[src/rtl/core/slrrip_pkg.sv]
// shared constants and types for the ship-lite rrip replacement block
// no dependencies
`default_nettype none
package slrrip_pkg;
    localparam int NUM_SETS = 2048;
    localparam int NUM_WAYS = 16;
    localparam int SIG_ENTRIES = 64;
    localparam int SET_W = 11;
    localparam int WAY_W = 4;
    localparam int SIG_W = 6;
    localparam int ADDR_W = 64;
    localparam int SET_ROW_W = NUM_WAYS * 2;
    localparam int SIG_ROW_W = NUM_WAYS * SIG_W;
    localparam int CTR_ROW_W = SIG_ENTRIES * 2;
    localparam int CLR_W = SET_W + 1;
    localparam logic [1:0] RRPV_MAX = 2'd3;
    localparam logic [1:0] RRPV_NEAR = 2'd2;
    localparam logic [1:0] CTR_MAX = 2'd3;
    localparam logic [1:0] CTR_INIT = 2'd1;
    localparam logic [ADDR_W-1:0] STRIDE_SMALL = 64'd64;
    localparam logic [ADDR_W-1:0] STRIDE_LARGE = 64'd128;
    localparam logic CMD_FIND = 1'b0;
    localparam logic CMD_UPDATE = 1'b1;

    typedef struct packed {
        logic clear_en;
        logic [SET_W-1:0] clear_set;
        logic capture;
        logic read_en;
        logic write_en;
    } ctl_cmd_t;
endpackage
`default_nettype wire

[src/rtl/core/slrrip_ctrl.sv]
// controller: clearing sweep, read then write-back sequencing, output register
// depends on slrrip_pkg
`default_nettype none
module slrrip_ctrl (
    input  wire logic aclk,
    input  wire logic aresetn,
    input  wire logic s_tvalid,
    output logic s_tready,
    output logic m_tvalid,
    input  wire logic m_tready,
    output slrrip_pkg::ctl_cmd_t cmd,
    output logic load_out
);
    import slrrip_pkg::*;

    localparam logic [1:0] ST_CLEAR = 2'd0;
    localparam logic [1:0] ST_IDLE  = 2'd1;
    localparam logic [1:0] ST_READ  = 2'd2;
    localparam logic [1:0] ST_WRITE = 2'd3;

    logic [1:0] state_reg, state_next;
    logic [CLR_W-1:0] clr_reg, clr_next;
    logic mvalid_reg, mvalid_next;

    always_comb begin
        state_next = state_reg;
        clr_next = clr_reg;
        mvalid_next = mvalid_reg;
        cmd = '0;
        cmd.clear_set = clr_reg[SET_W-1:0];
        load_out = 1'b0;
        s_tready = (state_reg == ST_IDLE);
        if (m_tready) mvalid_next = 1'b0;
        case (state_reg)
            ST_CLEAR: begin
                cmd.clear_en = 1'b1;
                clr_next = clr_reg + 1'b1;
                if (clr_reg == CLR_W'(NUM_SETS - 1)) state_next = ST_IDLE;
            end
            ST_IDLE: begin
                if (s_tvalid) begin
                    cmd.capture = 1'b1;
                    state_next = ST_READ;
                end
            end
            ST_READ: begin
                cmd.read_en = 1'b1;
                state_next = ST_WRITE;
            end
            ST_WRITE: begin
                if (!mvalid_reg || m_tready) begin
                    cmd.write_en = 1'b1;
                    load_out = 1'b1;
                    mvalid_next = 1'b1;
                    state_next = ST_IDLE;
                end
            end
            default: state_next = ST_CLEAR;
        endcase
    end

    always_ff @(posedge aclk) begin
        if (!aresetn) begin
            state_reg <= ST_CLEAR;
            clr_reg <= '0;
            mvalid_reg <= 1'b0;
        end else begin
            state_reg <= state_next;
            clr_reg <= clr_next;
            mvalid_reg <= mvalid_next;
        end
    end

    assign m_tvalid = mvalid_reg;
endmodule
`default_nettype wire

[config.mk]
export PLATFORM = sky130hd
export DESIGN_NAME = slrrip_ctrl
export DESIGN_NICKNAME = d
export VERILOG_FILES = /design/src/rtl/core/slrrip_pkg.sv /design/src/rtl/core/slrrip_ctrl.sv
export SDC_FILE = /design/constraint.sdc
export NUM_CORES = 1
export LEC_CHECK = 0
export BUFFER_PORTS_ARGS = -buffer_cell sky130_fd_sc_hd__clkbuf_2
export CORE_UTILIZATION = 53
export DETAILED_ROUTE_END_ITERATION = 8
export PLACE_DENSITY_LB_ADDON = 0.12
export SYNTH_ARGS = -nofsm -noshare
export SYNTH_HDL_FRONTEND = slang
export SYNTH_SLANG_ARGS = --single-unit
[constraint.sdc]
create_clock -name aclk -period 3.06 [get_ports aclk]
set_input_delay 0.153 -clock aclk [delete_from_list [all_inputs] [get_ports aclk]]
set_output_delay 0.153 -clock aclk [all_outputs]
set_load 0.1 [all_outputs]
* Yosys cells after proc, flatten, opt, wreduce, memory -nomap -nowiden
Index checks and enable logic that the tools add are counted.
** Word-level totals
- Bits in read-only memories :: 0
- Output and inout bits :: 18
- Memories :: 0
- RAM bits :: 0
- Logic and storage cells :: 28
- Input port bits :: 4
- Register bits after elaboration :: 15
- Latch bits :: 0
** Cells by class
- Reduce and logical (&&, ||, !) cells :: 4
- $lt $le $gt $ge :: 0
- Multiplexer cells :: 13
- Divide/modulo/power cells :: 0
- Equality and inequality tests :: 7
- Shift operators :: 0
- Bitwise operators :: 0
- Multipliers :: 0
- $add $sub $neg :: 1
** Operators by type and width (number)
- $add A12 B1 Y12 const B :: 1
- $eq A12 B11 Y1 const B :: 1
- $mux W1 :: 9
- $pmux W2 S4 :: 1
- $mux W2 :: 3
- $ne A2 B2 Y1 const B :: 3
- $eq A2 B2 Y1 const B :: 2
- $reduce_and A3 Y1 :: 1
- $eq A2 B1 Y1 const B :: 1
- $logic_not A2 Y1 :: 1
- $logic_not A1 Y1 :: 1
- $logic_or A1 B1 Y1 :: 1

* Depth between registers and ports, before layout
- Depth after elaboration :: 4
- Mapped depth :: 6
- Gate-level depth less buffers :: 6

* Worst setup path before layout
No wires, ideal clock.
- Path kind :: reg-to-output
- From :: register mvalid_reg, in the netlist m_tvalid
- To :: output port cmd[0] (netlist name)
- Data arrival time :: 2806 ps
- Slack :: 101 ps
- Buffers on the path :: 1
- Cell stages (with the launch flop) :: 4
- Data required time :: 2907 ps
- Cells stage by stage :: dfxtp_1 nor2b_1 nor2b_1 buf_4
** On the way
- Longest elaborated chain between the ends :: 4
** Ends and longest elaborated chain
- start, declared :: line slrrip_ctrl.sv:23 : logic mvalid_reg, mvalid_next;
- start signal, assigned :: line slrrip_ctrl.sv:70 : mvalid_reg <= mvalid_next;
- $logic_not A1 Y1 :: line slrrip_ctrl.sv:51 : if (!mvalid_reg || m_tready) begin
- $logic_or A1 B1 Y1 :: line slrrip_ctrl.sv:51
- $mux W1 (2 in a row)
- end, declared :: line slrrip_ctrl.sv:11 : output slrrip_pkg::ctl_cmd_t cmd,
Every way passes these cells.

* Final worst setup path
- From :: register state_reg[0]
- To :: register clr_reg[9]
** On the way
- Longest elaborated chain between the ends :: 1
** Ends and longest elaborated chain
- start, declared :: line slrrip_ctrl.sv:21 : logic [1:0] state_reg, state_next;
- start signal, assigned :: line slrrip_ctrl.sv:68 : state_reg <= state_next;
- $logic_not A2 Y1 :: line slrrip_ctrl.sv:34 : case (state_reg)
- end signal, assigned :: line slrrip_ctrl.sv:69 : clr_reg <= clr_next;
- end, declared :: line slrrip_ctrl.sv:22 : logic [CLR_W-1:0] clr_reg, clr_next;
Every way passes these cells.
A chain may end at the register's enable or synchronous reset.

==> metrics.md <==
| Metric | Value |
|---|---|
| Worst setup SP type | flip-flop |
| Top cell type's share of synthesized area | 37.3% |
| Max-Cap Viols | 0 |
| Hold_sp | m_tready |
| CP endpoint kind | flip-flop |
| Ant diodes | 0 |
| Leading area contributor after synthesis | dfxtp_1 |
| Post-DR wirelength/cell | 11.1 µm |
| Via count | 599 |
| Clock Tree Root | clkbuf_4 |
| Die ar. | 1680 µm² |
| Sw frac | 53.1% |
| R2R cell count | 6 |
| Most numerous cell in the Yosys netlist | dfxtp_1 |
| Port buffer count | 21 |
| Avg Inst Size Synth | 8.85 µm² |
| Pwr dens | 832 nW/µm² |
| CTS sink cnt | 15 |
| Worst-skew pair later-pin latency | 280 ps |
| Final setup viols | 0 |
| Final nets | 113 |
| Hold WC Path Type | in -> reg |
| Internal power | 0.336 mW |
| Fin. Hold Viols | 0 |
| Ports | 22 |
| Vias per inst | 5.08 |
| Post-CTS setup buffer count | 0 |
| Post-synthesis cell count | 91 |
| Sequential area share after synthesis | 37.3% |
| H-tree Lvls | 1 |
| Leak | 0.381 nW |
| GRT overflow | 0 |
| CTS tree | done |
| Dpl hpwl | 983 µm |
| Fin crit period | 1790 ps |
| Routed wire length | 1310 µm |
| Filler instances | 127 |
| Mapped Nets | 100 |
| Initial DRT Pass Iterations | 4 |
| Layout cells sized above 1 | 25.2% |
| Worst-Margin Slew | 545 ps |
| Clk slew on worst S/H paths | 90 ps |
| Die Wd | 41.0 µm |
| Gate power share | 50.9% |
| Antenna violations before repair | 0 |
| Floorplan row count | 13 |
| Initial drt markers | 4 |
| Crit path DAT | 1950 ps |
| Status | finished, final reports clean |
| Fin. max-slew vios | 0 |
| Setup crit start | state_reg[0] |
| Synth area leaders | dfxtp_1 37%, buf_4 11%, ha_1 7.8% |
| P_sw | 0.381 mW |
| Largest net degree at the start of global routing | 16 |
| Area growth from synthesis to layout | 6.99% |
| Async SR Flop Fraction | 0% |
| Clk pwr share | 15.4% |
| Worst setup endpoint | clr_reg[9] |
| Ys flop type | dfxtp_1 |
| Critical path class | reg -> reg |
| Detail Route Antenna Nets | 0 |
| DRC errors left | 0 |
| Die Height | 41.0 µm |
| Number of flops mapped to enable cells by yosys | 0 |
| Layout Utilization | 63.9% |
| Vias in the first global route | 455 |
| Worst vdd ir | 0.644 mV |
| First-pass GRT wire length | 1950 µm |
| Rel. slew slack | 63.8% |
| Multi-input logic area | 393 µm² |
| Post-Syn Area | 806 µm² |
| Register area | 300 µm² |
| Required time at the worst-slack endpoint | 3220 ps |
| Final setup TNS | 0 ps |
| Initial Util | 59.7% |
| Register-to-Register Setup Slack | 1270 ps |
| Ys Warns | 0 |
| Max reg flops | 12 |
| Placer Congestion | 0.761 |
| Fin crit share | 58.4% |
| Reg2Reg Capture Point | clr_reg[9] |
| Pwr Total | 0.717 mW |
| CTS resizes | 0 |
| GRT Total Usage | 18.8% |
| Register share of total power | 33.7% |
| #FFs+latches synth | 15 |
| CTS hold repair buffers | 0 |
| Cell variety after synth | 27 |
| RR Startpoint | state_reg[0] |
| TritonCTS Buffers | 3 |
| Largest fanout on the critical path | 7 |
| Total core area | 1350 µm² |
| Clock Skew | 6.20 ps |
| RSZ-0062 raised after global routing | no |
| Most common library cells after synthesis | 15 x dfxtp_1, 12 x buf_4, 12 x nor2_1 |
| CTS max path bufs | 2 |
| Fmax | 560 MHz |
per-layer routing:
layer / part of all wire, % / GRT usage [%]
met3: 5.4 / 9.78
met4: 0 / 7.50
met1: 51 / 22.8
met5: 0 / 0
met2: 43 / 27.7
cell families after synthesis:
group | after synthesis | synth area share, %
AO/OA/AOI/OAI | 10 | 7.30
XOR/XNOR | 9 | 9.78
adder cells (fa/ha/maj) | 5 | 7.76
buffers and inverters | 18 | 14.0
flip-flops | 15 | 37.3
multiplexers | 1 | 1.24
AND/OR/NAND/NOR | 33 | 22.7
worst min path at each step:
stage	to	depth (start not counted)	slack, ps
after floorplan	clr_reg[0]	2	340
after CTS	m_tvalid	4	150
after global placement	m_tvalid	4	450
after detailed placement	m_tvalid	4	460
after global routing	m_tvalid	4	180
final	m_tvalid	4	150
cell usage in the layout, fill, tap and decap left out, types with 2 or more instances in the layout:
master,count
inv_1,5
clkbuf_4,3
a21oi_1,5
nand3_1,4
nor2b_1,3
dfxtp_1,15
nand2_1,3
or3_1,2
xnor2_1,4
ha_1,5
o21ai_0,2
nor2_1,12
clkbuf_2,21
xor2_1,5
power groups by stage:
stage	Clock [mW]	Sequential (mW)	Combinational, mW
finish	0.111	0.242	0.365
global route	0.129	0.245	0.384
CTS	0.117	0.242	0.367
detailed placement	0	0.247	0.366
global placement	0	0.244	0.363
floorplan	0	0.242	0.345
critical path, stage by stage, from the launching register on:
cell     delay (ps)
dfxtp_1         340
inv_1            90
ha_1            300
and4_4          300
or4b_1          450
xor2_1          140
nor2_1           50
layout make-up:
type / count / area share (%)
repair buffers: 21 / 12.2
clock buffers: 4 / 3.05
well taps: 15 / 2.18
multi-input cells: 58 / 45.6
flip-flops and latches: 15 / 34.8
inverters: 5 / 2.18
metrics by stage:
step / cells / hold slack [ps] / cell area (µm²) / setup slack, ps
5_1_grt: 118 / 178 / 862 / 1160
3_3_place_gp: 114 / 452 / 836 / 1310
4_1_cts: 118 / 147 / 862 / 1260
3_5_place_dp: 114 / 458 / 836 / 1270
6_report: 118 / 150 / 862 / 1270
2_1_floorplan: 91 / 335 / 806 / 101
Power figures use the tool's default switching activity.
